[src/hdl/pps_pkg.sv]
`timescale 1ns / 1ps

package pps_pkg;

   // Item kinds carried on req_tuser.
   localparam logic [1:0] FUNC_CLEAR  = 2'd0;
   localparam logic [1:0] FUNC_APPEND = 2'd1;
   localparam logic [1:0] FUNC_TICK   = 2'd2;

   localparam int unsigned TIME_W  = 16;
   localparam int unsigned PRIO_W  = 8;
   localparam int unsigned CLOCK_W = 32;
   localparam int unsigned OUT_IDX_W = 4;

   // One row of the task table.
   typedef struct packed {
      logic [TIME_W-1:0] arrival;
      logic [TIME_W-1:0] remaining;
      logic [PRIO_W-1:0] prio;
   } entry_type;

endpackage

[src/hdl/pps_ram.sv]
`timescale 1ns / 1ps

module pps_ram #(
   parameter int unsigned WIDTH = 40,
   parameter int unsigned DEPTH = 16
) (
   input  logic                     clock,
   input  logic                     wr_en,
   input  logic [$clog2(DEPTH)-1:0] wr_addr,
   input  logic [WIDTH-1:0]         wr_data,
   input  logic                     rd_en,
   input  logic [$clog2(DEPTH)-1:0] rd_addr,
   output logic [WIDTH-1:0]         rd_data
);

   logic [WIDTH-1:0] mem_ff [DEPTH];
   logic [WIDTH-1:0] rd_data_ff;

   always_ff @(posedge clock) begin
      if (wr_en) begin
         mem_ff[wr_addr] <= wr_data;
      end
      if (rd_en) begin
         rd_data_ff <= mem_ff[rd_addr];
      end
   end

   assign rd_data = rd_data_ff;

endmodule

[src/hdl/preemptive_priority_scheduler.sv]
`timescale 1ns / 1ps

// Preemptive priority scheduler. The block keeps a table of up to MAX_TASKS tasks in a
// single-port-read RAM and handles one item at a time: req_tuser selects clear, append or
// tick. Clear and append go from the accepting cycle to the state that loads the result
// register. On a tick, one comparator walks the table one entry per cycle through the RAM
// read port, picking the eligible task of highest priority (earlier arrival, then lower
// index, breaks ties). Once the registered read drains, the update state writes back the
// decremented run time and the response state loads the result register. req_tready is
// high only while the sequencer is idle; a finished result waits in the output register, so
// the next item may be taken while the result is still stalled.
module preemptive_priority_scheduler #(
   parameter int unsigned MAX_TASKS = 16
) (
   input  logic        clock,
   input  logic        reset,
   input  logic        req_tvalid,
   output logic        req_tready,
   // [15:0] arrival_time, [31:16] burst_time, [39:32] priority_level
   input  logic [39:0] req_tdata,
   // [1:0] func
   input  logic [1:0]  req_tuser,
   output logic        rsp_tvalid,
   input  logic        rsp_tready,
   // [0] task_valid, [4:1] task_index, [5] segment_start, [37:6] tick_time,
   // [38] all_done, [39] table_full
   output logic [39:0] rsp_tdata
);

   localparam int unsigned IDX_W = $clog2(MAX_TASKS);
   localparam int unsigned CNT_W = $clog2(MAX_TASKS + 1);
   localparam logic [CNT_W-1:0] MAX_CNT = CNT_W'(MAX_TASKS);
   localparam int unsigned ENTRY_W = $bits(pps_pkg::entry_type);

   localparam logic [1:0] ST_IDLE   = 2'd0;
   localparam logic [1:0] ST_SCAN   = 2'd1;
   localparam logic [1:0] ST_UPDATE = 2'd2;
   localparam logic [1:0] ST_RESP   = 2'd3;

   logic [1:0] state_ff, state_in;
   logic [CNT_W-1:0] task_count_ff, task_count_in;
   logic [CNT_W-1:0] finished_ff, finished_in;
   logic [pps_pkg::CLOCK_W-1:0] time_ff, time_in;
   logic prev_valid_ff, prev_valid_in;
   logic [IDX_W-1:0] prev_idx_ff, prev_idx_in;

   logic [CNT_W-1:0] iss_ff, iss_in;
   logic rd_valid_ff, rd_valid_in;
   logic [IDX_W-1:0] rd_idx_ff, rd_idx_in;
   logic best_valid_ff, best_valid_in;
   logic [IDX_W-1:0] best_idx_ff, best_idx_in;
   pps_pkg::entry_type best_ff, best_in;

   logic res_valid_ff, res_valid_in;
   logic [pps_pkg::OUT_IDX_W-1:0] res_idx_ff, res_idx_in;
   logic res_seg_ff, res_seg_in;
   logic [pps_pkg::CLOCK_W-1:0] res_tick_ff, res_tick_in;
   logic res_full_ff, res_full_in;

   logic rsp_valid_ff, rsp_valid_in;
   logic [39:0] rsp_data_ff, rsp_data_in;

   logic ram_we, ram_re;
   logic [IDX_W-1:0] ram_waddr;
   pps_pkg::entry_type ram_wdata, ram_rdata, req_entry;
   logic [ENTRY_W-1:0] ram_rdata_raw;

   logic eligible, beats;
   logic [IDX_W+pps_pkg::OUT_IDX_W-1:0] best_idx_ext;

   assign req_entry.arrival   = req_tdata[15:0];
   assign req_entry.remaining = req_tdata[31:16];
   assign req_entry.prio      = req_tdata[39:32];

   assign req_tready = (state_ff == ST_IDLE);
   assign rsp_tvalid = rsp_valid_ff;
   assign rsp_tdata  = rsp_data_ff;

   pps_ram #(
      .WIDTH(ENTRY_W),
      .DEPTH(MAX_TASKS)
   ) u_table (
      .clock  (clock),
      .wr_en  (ram_we),
      .wr_addr(ram_waddr),
      .wr_data(ram_wdata),
      .rd_en  (ram_re),
      .rd_addr(iss_ff[IDX_W-1:0]),
      .rd_data(ram_rdata_raw)
   );

   assign ram_rdata = pps_pkg::entry_type'(ram_rdata_raw);

   // A task competes once it has arrived and still has run time left.
   assign eligible = (ram_rdata.remaining != '0) &&
                     ({{(pps_pkg::CLOCK_W-pps_pkg::TIME_W){1'b0}}, ram_rdata.arrival} <= time_ff);
   // Entries come in index order, so a strict compare leaves equal ties with the lower index.
   assign beats = !best_valid_ff ||
                  (ram_rdata.prio > best_ff.prio) ||
                  ((ram_rdata.prio == best_ff.prio) && (ram_rdata.arrival < best_ff.arrival));

   assign best_idx_ext = {{pps_pkg::OUT_IDX_W{1'b0}}, best_idx_ff};

   always_comb begin
      state_in      = state_ff;
      task_count_in = task_count_ff;
      finished_in   = finished_ff;
      time_in       = time_ff;
      prev_valid_in = prev_valid_ff;
      prev_idx_in   = prev_idx_ff;
      iss_in        = iss_ff;
      rd_valid_in   = rd_valid_ff;
      rd_idx_in     = rd_idx_ff;
      best_valid_in = best_valid_ff;
      best_idx_in   = best_idx_ff;
      best_in       = best_ff;
      res_valid_in  = res_valid_ff;
      res_idx_in    = res_idx_ff;
      res_seg_in    = res_seg_ff;
      res_tick_in   = res_tick_ff;
      res_full_in   = res_full_ff;
      rsp_valid_in  = rsp_valid_ff;
      rsp_data_in   = rsp_data_ff;
      ram_we        = 1'b0;
      ram_re        = 1'b0;
      ram_waddr     = task_count_ff[IDX_W-1:0];
      ram_wdata     = req_entry;

      if (rsp_valid_ff && rsp_tready) begin
         rsp_valid_in = 1'b0;
      end

      case (state_ff)
         ST_IDLE: begin
            if (req_tvalid) begin
               res_valid_in = 1'b0;
               res_idx_in   = '0;
               res_seg_in   = 1'b0;
               res_full_in  = 1'b0;
               res_tick_in  = time_ff;
               state_in     = ST_RESP;
               case (req_tuser)
                  pps_pkg::FUNC_CLEAR: begin
                     task_count_in = '0;
                     finished_in   = '0;
                     time_in       = '0;
                     prev_valid_in = 1'b0;
                     res_tick_in   = '0;
                  end
                  pps_pkg::FUNC_APPEND: begin
                     if (task_count_ff >= MAX_CNT) begin
                        res_full_in = 1'b1;
                     end else begin
                        ram_we        = 1'b1;
                        task_count_in = task_count_ff + 1'b1;
                        if (req_entry.remaining == '0) begin
                           finished_in = finished_ff + 1'b1;
                        end
                     end
                  end
                  pps_pkg::FUNC_TICK: begin
                     iss_in        = '0;
                     rd_valid_in   = 1'b0;
                     best_valid_in = 1'b0;
                     state_in      = ST_SCAN;
                  end
                  default: begin
                  end
               endcase
            end
         end
         ST_SCAN: begin
            rd_valid_in = 1'b0;
            if (iss_ff != task_count_ff) begin
               ram_re      = 1'b1;
               iss_in      = iss_ff + 1'b1;
               rd_valid_in = 1'b1;
               rd_idx_in   = iss_ff[IDX_W-1:0];
            end
            if (rd_valid_ff && eligible && beats) begin
               best_valid_in = 1'b1;
               best_idx_in   = rd_idx_ff;
               best_in       = ram_rdata;
            end
            if ((iss_ff == task_count_ff) && !rd_valid_ff) begin
               state_in = ST_UPDATE;
            end
         end
         ST_UPDATE: begin
            res_tick_in   = time_ff;
            res_valid_in  = best_valid_ff;
            res_idx_in    = '0;
            res_seg_in    = 1'b0;
            prev_valid_in = best_valid_ff;
            prev_idx_in   = best_idx_ff;
            if (best_valid_ff) begin
               ram_we              = 1'b1;
               ram_waddr           = best_idx_ff;
               ram_wdata           = best_ff;
               ram_wdata.remaining = best_ff.remaining - 1'b1;
               if (best_ff.remaining == pps_pkg::TIME_W'(1)) begin
                  finished_in = finished_ff + 1'b1;
               end
               res_idx_in = best_idx_ext[pps_pkg::OUT_IDX_W-1:0];
               res_seg_in = !prev_valid_ff || (prev_idx_ff != best_idx_ff);
            end
            if (time_ff != '1) begin
               time_in = time_ff + 1'b1;
            end
            state_in = ST_RESP;
         end
         ST_RESP: begin
            if (!rsp_valid_ff || rsp_tready) begin
               rsp_valid_in = 1'b1;
               rsp_data_in  = {res_full_ff, (finished_ff == task_count_ff), res_tick_ff,
                               res_seg_ff, res_idx_ff, res_valid_ff};
               state_in     = ST_IDLE;
            end
         end
         default: begin
            state_in = ST_IDLE;
         end
      endcase
   end

   always_ff @(posedge clock) begin
      if (reset) begin
         state_ff      <= ST_IDLE;
         task_count_ff <= '0;
         finished_ff   <= '0;
         time_ff       <= '0;
         prev_valid_ff <= 1'b0;
         rd_valid_ff   <= 1'b0;
         best_valid_ff <= 1'b0;
         rsp_valid_ff  <= 1'b0;
      end else begin
         state_ff      <= state_in;
         task_count_ff <= task_count_in;
         finished_ff   <= finished_in;
         time_ff       <= time_in;
         prev_valid_ff <= prev_valid_in;
         rd_valid_ff   <= rd_valid_in;
         best_valid_ff <= best_valid_in;
         rsp_valid_ff  <= rsp_valid_in;
      end
   end

   always_ff @(posedge clock) begin
      prev_idx_ff  <= prev_idx_in;
      iss_ff       <= iss_in;
      rd_idx_ff    <= rd_idx_in;
      best_idx_ff  <= best_idx_in;
      best_ff      <= best_in;
      res_valid_ff <= res_valid_in;
      res_idx_ff   <= res_idx_in;
      res_seg_ff   <= res_seg_in;
      res_tick_ff  <= res_tick_in;
      res_full_ff  <= res_full_in;
      rsp_data_ff  <= rsp_data_in;
   end

endmodule

[config.mk]
export PLATFORM = sky130hd
export DESIGN_NAME = preemptive_priority_scheduler
export DESIGN_NICKNAME = d
export VERILOG_FILES = /design/src/hdl/pps_pkg.sv /design/src/hdl/pps_ram.sv /design/src/hdl/preemptive_priority_scheduler.sv
export SDC_FILE = /design/constraint.sdc
export NUM_CORES = 1
export LEC_CHECK = 0
export BUFFER_PORTS_ARGS = -buffer_cell sky130_fd_sc_hd__buf_2
export CORE_MARGIN = 2
export CORE_UTILIZATION = 62
export CTS_CLUSTER_DIAMETER = 200
export CTS_CLUSTER_SIZE = 24
export DETAILED_ROUTE_END_ITERATION = 7
export PLACE_DENSITY = 0.79
export SETUP_SLACK_MARGIN = 0.05
export SLEW_MARGIN = 20
export SYNTH_ARGS = -nofsm -noshare
export SYNTH_HDL_FRONTEND = slang
export SYNTH_SLANG_ARGS = --single-unit
[constraint.sdc]
create_clock -name clock -period 6.05 [get_ports clock]
set_input_delay 1.5125 -clock clock [delete_from_list [all_inputs] [get_ports clock]]
set_output_delay 1.5125 -clock clock [all_outputs]
set_load 0.02 [all_outputs]
=== Yosys cells after proc, flatten, opt, wreduce, memory -nomap -nowiden ===
Memory sizes are Yosys's and may differ from the RTL's. A register that Yosys moved wholly into a read port is not among the register bits.
Index checks and enable logic that the tools add are counted.

* Add/sub/neg operators: 5
* Multiply operators: 0
* Divide/modulo/power cells: 0
* $lt $le $gt $ge: 4
* Eq/ne operators: 26
* Shift operators: 0
* Multiplexer cells: 55
* Bitwise operators: 0
* Reductions and logical operators: 34

{| class="wikitable"
|+ Operators with widths
! operator !! number
|-
| one-hot mux 32 bit (2 select lines) || 2
|-
| two-way mux 32 bit || 3
|-
| two-way mux 40 bit || 2
|-
| two-way mux 5 bit || 9
|-
| one-hot mux 5 bit (2 select lines) || 4
|-
| adder 32 x 1 -> 32 bit (second input constant) || 1
|-
| <= comparator 16 x 32 -> 1 bit || 1
|-
| inequality test 32 bit (second input constant) || 1
|-
| two-way mux 1 bit || 19
|-
| inequality test 2 bit (second input constant) || 9
|-
| equality test 16 x 1 -> 1 bit (second input constant) || 1
|-
| zero test 16 bit || 1
|-
| < comparator 16 bit || 1
|-
| two-way mux 4 bit || 4
|-
| nonzero test 16 bit || 1
|-
| subtractor 16 x 1 -> 16 bit (second input constant) || 1
|-
| adder 5 x 1 -> 5 bit (second input constant) || 3
|-
| one-hot mux 1 bit (2 select lines) || 6
|-
| AND reduction 3 bit || 4
|-
| AND reduction 4 bit || 3
|-
| equality test 5 bit || 2
|-
| AND reduction 2 bit || 5
|-
| equality test 8 bit || 1
|-
| > comparator 8 bit || 1
|-
| 17 further kinds || 39
|}

* Register bits after elaboration: 184
* Bits in latches: 0
* Bits in writable memories: 640
* Bits in read-only memories: 0
* Bits of input ports: 46
* Output and inout port bits: 42
* Word-level logic and storage cells: 146
* Memories: 1

{| class="wikitable"
|+ Memory list
! memory !! depth !! bits a word !! read ports !! clocked after memory_dff !! wr ports !! RTL line !! text
|-
| u_table.mem_ff || 16 || 40 || 1 || 1 || 1 || pps_ram.sv:16 || <nowiki>logic [WIDTH-1:0] mem_ff [DEPTH];</nowiki>
|}

=== Logic depth before layout (Yosys ltp) ===
Gate-level depths: netlist (run 1).

* Word-level depth: 7
* Gate-level depth with buffers: 12
* Mapped depth without buffers: 8

=== By module ===
From an unflattened synthesis (run 1), not the netlist that was laid out.

* Cell total of the unflattened synthesis: 1879
* Area total of the unflattened synthesis: 34605.7 sq um

{| class="wikitable"
|+ By module, submodules not included
! module !! times used !! cells each !! area an instance (sq um) !! sequential area each (sq um)
|-
| pps_ram || 1 || 1040 || 25532.0 || 20419.6
|-
| preemptive_priority_scheduler || 1 || 839 || 9073.7 || 5044.8
|}

=== Least setup slack after synthesis (run 1) ===
No wires, ideal clock.

* Path kind: register to register
* Start: register time_ff[15] (netlist bit)
* End: register best_ff[0] (netlist bit), enable pin
* Setup time: 0.472 ns
* Data arrival time: 3.910 ns
* Data required time: 5.578 ns
* Slack: 1.668 ns
* Cell stages (with the launch flop): 10
* Buffers on the path: 1
* Period minus slack after synthesis: 4.382 ns
* Path through: dfxtp_1 -> buf_2 -> inv_1 -> ha_1 -> nand4_1 -> nor3_1 -> a21boi_0 -> o41ai_1 -> nand3_1 -> a31oi_1

* Longest elaborated chain between the ends: 5

{| class="wikitable"
|+ RTL lines
! what !! RTL line !! text
|-
| start, declared || preemptive_priority_scheduler.sv:43 || <nowiki>logic [pps_pkg::CLOCK_W-1:0] time_ff, time_in;</nowiki>
|-
| start signal, assigned || preemptive_priority_scheduler.sv:240 || <nowiki>time_ff <= time_in;</nowiki>
|-
| <= comparator 16 x 32 -> 1 bit || preemptive_priority_scheduler.sv:96 || <nowiki>({{(pps_pkg::CLOCK_W-pps_pkg::TIME_W){1'b0}}, ram_rdata.arrival} <= time_ff);</nowiki>
|-
| logical AND 1 bit || preemptive_priority_scheduler.sv:95 || <nowiki>assign eligible = (ram_rdata.remaining != '0) &&</nowiki>
|-
| logical AND 1 bit (2 in a row) || preemptive_priority_scheduler.sv:180 || <nowiki>if (rd_valid_ff && eligible && beats) begin</nowiki>
|-
| AND reduction 2 bit (no source line) || -- ||
|-
| end signal, assigned || preemptive_priority_scheduler.sv:253 || <nowiki>best_ff <= best_in;</nowiki>
|-
| end, declared || preemptive_priority_scheduler.sv:52 || <nowiki>pps_pkg::entry_type best_ff, best_in;</nowiki>
|}

Every way passes these cells.
A chain may end at the register's enable or synchronous reset.

=== Final worst setup path (run 1) ===
* Start: input req_tuser[1]
* End: memory u_table.mem_ff[14][6], enable pin

* Longest elaborated chain between the ends: 6

{| class="wikitable"
|+ RTL lines
! what !! RTL line !! text
|-
| start, declared || preemptive_priority_scheduler.sv:22 || <nowiki>input logic [1:0] req_tuser,</nowiki>
|-
| equality test 2 x 1 -> 1 bit || preemptive_priority_scheduler.sv:142 || <nowiki>case (req_tuser)</nowiki>
|-
| two-way mux 1 bit || preemptive_priority_scheduler.sv:142 ||
|-
| two-way mux 1 bit || preemptive_priority_scheduler.sv:135 || <nowiki>if (req_tvalid) begin</nowiki>
|-
| one-hot mux 1 bit (2 select lines) || preemptive_priority_scheduler.sv:133 || <nowiki>case (state_ff)</nowiki>
|-
| two-way mux 1 bit || pps_ram.sv:20 || <nowiki>if (wr_en) begin</nowiki>
|-
| two-way mux 1 bit (implied by the code) || pps_ram.sv:21 || <nowiki>mem_ff[wr_addr] <= wr_data;</nowiki>
|-
| end, declared || pps_ram.sv:16 ||
|}

Every way passes these cells.

==> results.sh, run 1 <==
export IMPL_status="finished, final reports clean"
export IMPL_rsz0062_at_grt="false"
export IMPL_period_minus_slack_ps=3950
export IMPL_ioPinCount=88
export IMPL_dominantRegCellSynth="edfxtp_1"
export IMPL_hold_class="register to register"
export IMPL_drive_above_1_share_pct=23.5
export IMPL_start_util_pct=62.4
export IMPL_yosysMostFrequentCell="edfxtp_1"
export IMPL_layout_cells_non_filler=2610
export IMPL_cts_root_buffer="clkbuf_16"
export IMPL_postLayoutCoreUtil_pct=67.6
export IMPL_setup_viol=0
export IMPL_synth_seq_cells=864
export IMPL_hpwl_um=48000
export IMPL_ys_seq_area_share_pct=74.3
export IMPL_vias=17600
export IMPL_nets=1987
export IMPL_tightest_slew_ps=1140
export IMPL_cp_num_buf_inv=2
export IMPL_routabilityCongestion=0.885
export IMPL_htreeDepth=2
export IMPL_synth_top_area_share_pct=71.5
export IMPL_cts_buffers=41
export IMPL_yosysTopAreaCell="edfxtp_1"
export IMPL_io_buffers=87
export IMPL_core_area_sq_um=54900
export IMPL_holdWs_ps=426
export IMPL_hold_buffers=0
export IMPL_drc=0
export IMPL_grt_pass1_vias=17200
export IMPL_start_kind="primary input"
export IMPL_critical_path_max_fanout=22
export IMPL_avgRoutedWirePerCell_um=28.9
export IMPL_relSlewSlack_pct=23.7
export IMPL_cp_top_family="simple AND/OR/NAND/NOR gates"
export IMPL_nFillCells=3388
export IMPL_slowest_stage="nor2_4"
export IMPL_tritoncts="done"
export IMPL_vias_per_cell=6.73
export IMPL_avgSynthCellArea_sq_um=19.2
export IMPL_postRouteWirelength_um=75500
export IMPL_seq_area_sq_um=25500
export IMPL_synth_edff_count=816
export IMPL_grtUsageTotal_pct=27.3
export IMPL_timing_final_max_slew_violations=0
export IMPL_fp_dieH_um=239
export IMPL_ys_types=63
export IMPL_yosys_top_cells_count="edfxtp_1 (816), mux4_2 (200), nand2_1 (75), nor2_1 (67), o21ai_0 (66)"
export IMPL_grt_pass1_wl_um=112000
export IMPL_rows=86
export IMPL_max_freq_mhz=253
export IMPL_post_cts_resized=0
export IMPL_die_w_um=239
export IMPL_cp_required_ps=6350
export IMPL_skew_ps=18.9
export IMPL_clk_latency_ps=620
export IMPL_synth_fp_nets=1881
export IMPL_maxCapViolations=0
export IMPL_cp_end_kind="register"
export IMPL_crit_chain="buf_2 > nand2b_1 > nor4_1 > a31oi_1 > nor2_4 > buf_4"
export IMPL_antenna_left=0
export IMPL_tns_ps=0
export IMPL_dieArea_sq_um=57100
export IMPL_period_share_pct=65.3
export IMPL_arrival_ps=4250
export IMPL_grt_ovfl_total=0
export IMPL_post_cts_buffers=0
export IMPL_cts_buffer_depth=3
export IMPL_postSynthCellCount=1785
export IMPL_vdd_drop_max_v=0.000292
export IMPL_clock_sinks=864
export IMPL_critPathKind="primary input to register"
export IMPL_finalHoldViolCount=0
export IMPL_dp_cells=2551
export IMPL_clkTransAtPathRegs_ps=90
export IMPL_syn_to_final_growth_pct=8.28
export IMPL_multi_input_area_sq_um=8480
export IMPL_async_flop_share_pct=0
export IMPL_synth_area_sq_um=34300
export IMPL_drt_initial_drc_count=2454
export IMPL_p_leak_uw=0.0118
export IMPL_yosys_warnings=0
export IMPL_p_per_area_nw_per_um2=334
export IMPL_critPathMaxStageDelay_ps=890
export IMPL_synthTopCellsByArea="edfxtp_1 (72%), mux4_2 (13%), dfxtp_1 (2.8%)"
export IMPL_grt_max_degree=165
export IMPL_firstDrtPassIters=7
export IMPL_antenna_found_initial=2
[final timing paths]
path	from	endpoint	slack [ps]	cells after the start
setup / recovery	req_tuser[1]	u_table.mem_ff[14][6]$_DFFE_PP_	2100	6
hold / removal	res_tick_ff[26]$_DFFE_PP_	rsp_tdata[32]$_DFFE_PP_	430	0
setup reg to reg	state_ff[0]$_SDFFE_PP0P_	u_table.mem_ff[14][6]$_DFFE_PP_	2100	9
hold reg to reg	res_tick_ff[26]$_DFFE_PP_	rsp_tdata[32]$_DFFE_PP_	430	0
[where the power goes]
group | internal, uW | switching (uW)
Clock | 1290 | 1740
Combinational | 939 | 1320
Sequential | 6980 | 146
[stage by stage]
stage | setup slack [ps] | power, uW | cell area (sq um)
2_1_floorplan | 1670 | 8800 | 34300
3_3_place_gp | 1610 | 9440 | 35800
3_5_place_dp | 1520 | 9510 | 35900
4_1_cts | 2160 | 12500 | 37000
5_1_grt | 1930 | 12800 | 37100
6_report | 2100 | 12400 | 37100
[routing by layer]
| metal | GRT usage (%) | up-vias | routed length (um) |
|---|---|---|---|
| li1 | - | 7418 | - |
| met1 | 37.0 | 9046 | 28400 |
| met2 | 45.1 | 944 | 37700 |
| met3 | 4.38 | 160 | 6200 |
| met4 | 10.9 | 4 | 3210 |
| met5 | 0 | - | 26 |
[cell type report]
class | count | area share (%)
multi-input combinational | 784 | 22.9
sequential | 864 | 68.7
antenna | 1 | 0.00675
clock buffer | 55 | 2.97
tap | 704 | 2.37
inverter | 56 | 0.567
clock inverter | 2 | 0.0978
timing repair buffer | 144 | 2.48
[cells in the final DEF (no fill, tap or decap), types with 16 or more instances in the layout]
cell,n
ha_1,50
clkbuf_16,42
inv_1,54
buf_4,53
nor3_1,19
mux4_2,200
edfxtp_1,816
nor2b_1,23
nor2_4,16
dfxtp_1,48
nor2_1,51
nand4_1,16
o21ai_0,45
nor4_1,20
xnor2_1,23
nand2_1,74
buf_2,87
nand3_1,28
a21oi_1,51
[logic make-up (layout without fill, tap and decap cells)]
group,Yosys count,count (layout),share of synthesized area (%)
AO/OA/AOI/OAI,183,183,3.34
XOR/XNOR,32,32,0.818
adder cells (fa/ha/maj),50,50,1.83
buffers and inverters,137,257,1.61
flip-flops,864,864,74.3
multiplexers,203,203,13.2
other,0,1,0
AND/OR/NAND/NOR,316,316,4.82
[flip-flops by register name (all words and copies together) (netlist names), 5 cells and up]
| register | count |
|---|---|
| rsp_tdata | 40 |
| u_table.rd_data | 40 |
| best_ff | 40 |
| iss_ff | 5 |
| task_count_ff | 5 |
| time_ff | 32 |
| finished_ff | 5 |
| res_tick_ff | 32 |
| u_table.mem_ff | 640 |
Power figures use the tool's default switching activity.
==> run 2: changes to the inputs <==
==> constraint.sdc (replaced) <==
create_clock -name clock -period 3.95 [get_ports clock]
set_input_delay 0.9875 -clock clock [delete_from_list [all_inputs] [get_ports clock]]
set_output_delay 0.9875 -clock clock [all_outputs]
set_load 0.02 [all_outputs]
==> results.sh, run 2 (synthesis gave the netlist of run 1 again) <==
export IMPL_r2r_end="best_idx_ff[1]$_DFFE_PP_"
export IMPL_tns_ps=0
export IMPL_regMostFlops="u_table.mem_ff"
export IMPL_post_cts_resized=0
export IMPL_comb_power_share_pct=17.7
export IMPL_core_area_sq_um=54900
export IMPL_antenna_found_initial=1
export IMPL_power_clock_fraction_pct=24.5
export IMPL_whs_endpoint="rsp_tdata[2]$_DFFE_PP_"
export IMPL_sw_frac_of_total_pct=25.4
export IMPL_antenna_left=0
export IMPL_mostFrequentLayoutCells="edfxtp_1 (816), mux4_2 (200), buf_2 (87)"
export IMPL_max_freq_mhz=301
export IMPL_firstDrtPassIters=5
export IMPL_fp_dieH_um=239
export IMPL_cp_required_ps=4210
export IMPL_clock_sinks=864
export IMPL_final_area_sq_um=37400
export IMPL_arrival_ps=3580
export IMPL_p_switching_uw=4810
export IMPL_avgRoutedWirePerCell_um=28.3
export IMPL_place_area_sq_um=36200
export IMPL_drc=0
export IMPL_start_kind="register"
export IMPL_critical_path_max_fanout=28
export IMPL_finalHoldViolCount=0
export IMPL_final_common_cell="edfxtp_1"
export IMPL_timing_final_max_slew_violations=0
export IMPL_hold_buffers=0
export IMPL_p_per_area_nw_per_um2=507
export IMPL_grt_pass1_wl_um=112000
export IMPL_hold_class="register to register"
export IMPL_maxCapViolations=0
export IMPL_worstRegToRegCells=9
export IMPL_grt_ovfl_total=0
export IMPL_clk_latency_ps=620
export IMPL_vdd_drop_max_v=0.000430
export IMPL_critPathKind="register to register"
export IMPL_post_cts_buffers=0
export IMPL_grt_max_degree=109
export IMPL_postRouteWirelength_um=74200
export IMPL_die_w_um=239
export IMPL_syn_to_final_growth_pct=9.06
export IMPL_period_share_pct=84.1
export IMPL_p_int_uw=14100
export IMPL_grtUsageTotal_pct=26.7
export IMPL_routabilityCongestion=0.840
export IMPL_start_util_pct=62.4
export IMPL_rsz0062_at_grt="false"
export IMPL_vias_per_cell=6.73
export IMPL_dp_cells=2565
export IMPL_drt_initial_drc_count=2380
export IMPL_p_leak_uw=0.0119
export IMPL_ioPinCount=88
export IMPL_hpwl_um=42700
export IMPL_relSlewSlack_pct=23.6
export IMPL_layout_cells_non_filler=2623
export IMPL_tightest_slew_ps=1140
export IMPL_whs_path_depth=0
export IMPL_cts_buffer_depth=3
export IMPL_cts_root_buffer="clkbuf_16"
export IMPL_status="finished, final reports clean"
export IMPL_skew_ps=28.0
export IMPL_holdWs_ps=412
export IMPL_period_minus_slack_ps=3320
export IMPL_rows=86
export IMPL_cts_buffers=41
export IMPL_diodes=0
export IMPL_r2r_start="time_ff[15]$_SDFFE_PP0P_"
export IMPL_grt_pass1_vias=17700
export IMPL_drive_above_1_share_pct=23.4
export IMPL_vias=17700
export IMPL_setup_viol=0
export IMPL_largest_register_ffs=640
export IMPL_seq_power_share_pct=57.8
export IMPL_dieArea_sq_um=57100
export IMPL_clkTransAtPathRegs_ps=100
export IMPL_rrSetupSlack_ps=630
export IMPL_min_delay_start="res_idx_ff[1]$_SDFFCE_PN0P_"
export IMPL_nets=2002
export IMPL_cp_end_kind="register"
export IMPL_tritoncts="done"
export IMPL_htreeDepth=2
export IMPL_io_buffers=87
-- run 2: cell count changes in the layout (fill, tap and decap cells not counted) --
cell,change
a31oi_4,+1
a31oi_2,-3
a31oi_1,+2
o21ai_0,+6
clkbuf_1,-1
buf_12,+16
diode_2,-1
buf_4,-1
o21ai_2,-10
o21ai_1,+4
-- run 2: power by group through the flow --
stage               Sequential (uW)  Clock, uW  Combinational (uW)
global placement              11100          0                3210
detailed placement            11100          0                3330
floorplan                     11100          0                2370
global route                  11000       4990                3610
CTS                           10900       4710                3360
finish                        10900       4640                3350
-- run 2: worst max path at each step --
stage / from / endpoint / cells past startpoint
after global placement: req_tuser[1] / u_table.mem_ff[14][2]$_DFFE_PP_ / 6
final: time_ff[15]$_SDFFE_PP0P_ / best_idx_ff[1]$_DFFE_PP_ / 9
after global routing: time_ff[15]$_SDFFE_PP0P_ / best_idx_ff[1]$_DFFE_PP_ / 9
after floorplan: req_tuser[1] / u_table.mem_ff[7][0]$_DFFE_PP_ / 5
after CTS: time_ff[15]$_SDFFE_PP0P_ / best_idx_ff[1]$_DFFE_PP_ / 9
after detailed placement: req_tuser[1] / u_table.mem_ff[13][6]$_DFFE_PP_ / 6
-- run 2: routing by layer --
metal / global-route usage, % / routed length, um / vias up
li1: - / - / 7452
met1: 37.2 / 28600 / 9154
met2: 44.9 / 37600 / 943
met3: 4.02 / 6300 / 113
met4: 7.20 / 1720 / 2
met5: 0 / 13 / -
-- run 2: layout make-up --
cell class                 instances  area (sq um)
clock buffer                      54          1100
clock inverter                     2          36.3
fill                            3365         17500
inverter                          56           210
multi-input combinational        784          8440
sequential                       864         25500
tap                              704           881
timing repair buffer             159          1230
-- run 2: critical path, stage by stage (launching register included) --
cell and delay (ps):
dfxtp_1 480, inv_1 130, ha_1 350, nand4_1 160, nor3_1 100, a21boi_0 130
o41ai_1 640, nand3_1 340, a31oi_4 230, buf_4 400
-- run 2: stage by stage --
stage / total power (uW) / setup slack, ps / util [%]
final: 18900 / 629 / 68.1
after global routing: 19600 / 456 / 68.1
after CTS: 19000 / 604 / 68.0
after detailed placement: 14500 / 301 / 65.9
after global placement: 14300 / 509 / 65.9
after floorplan: 13500 / 127 / -
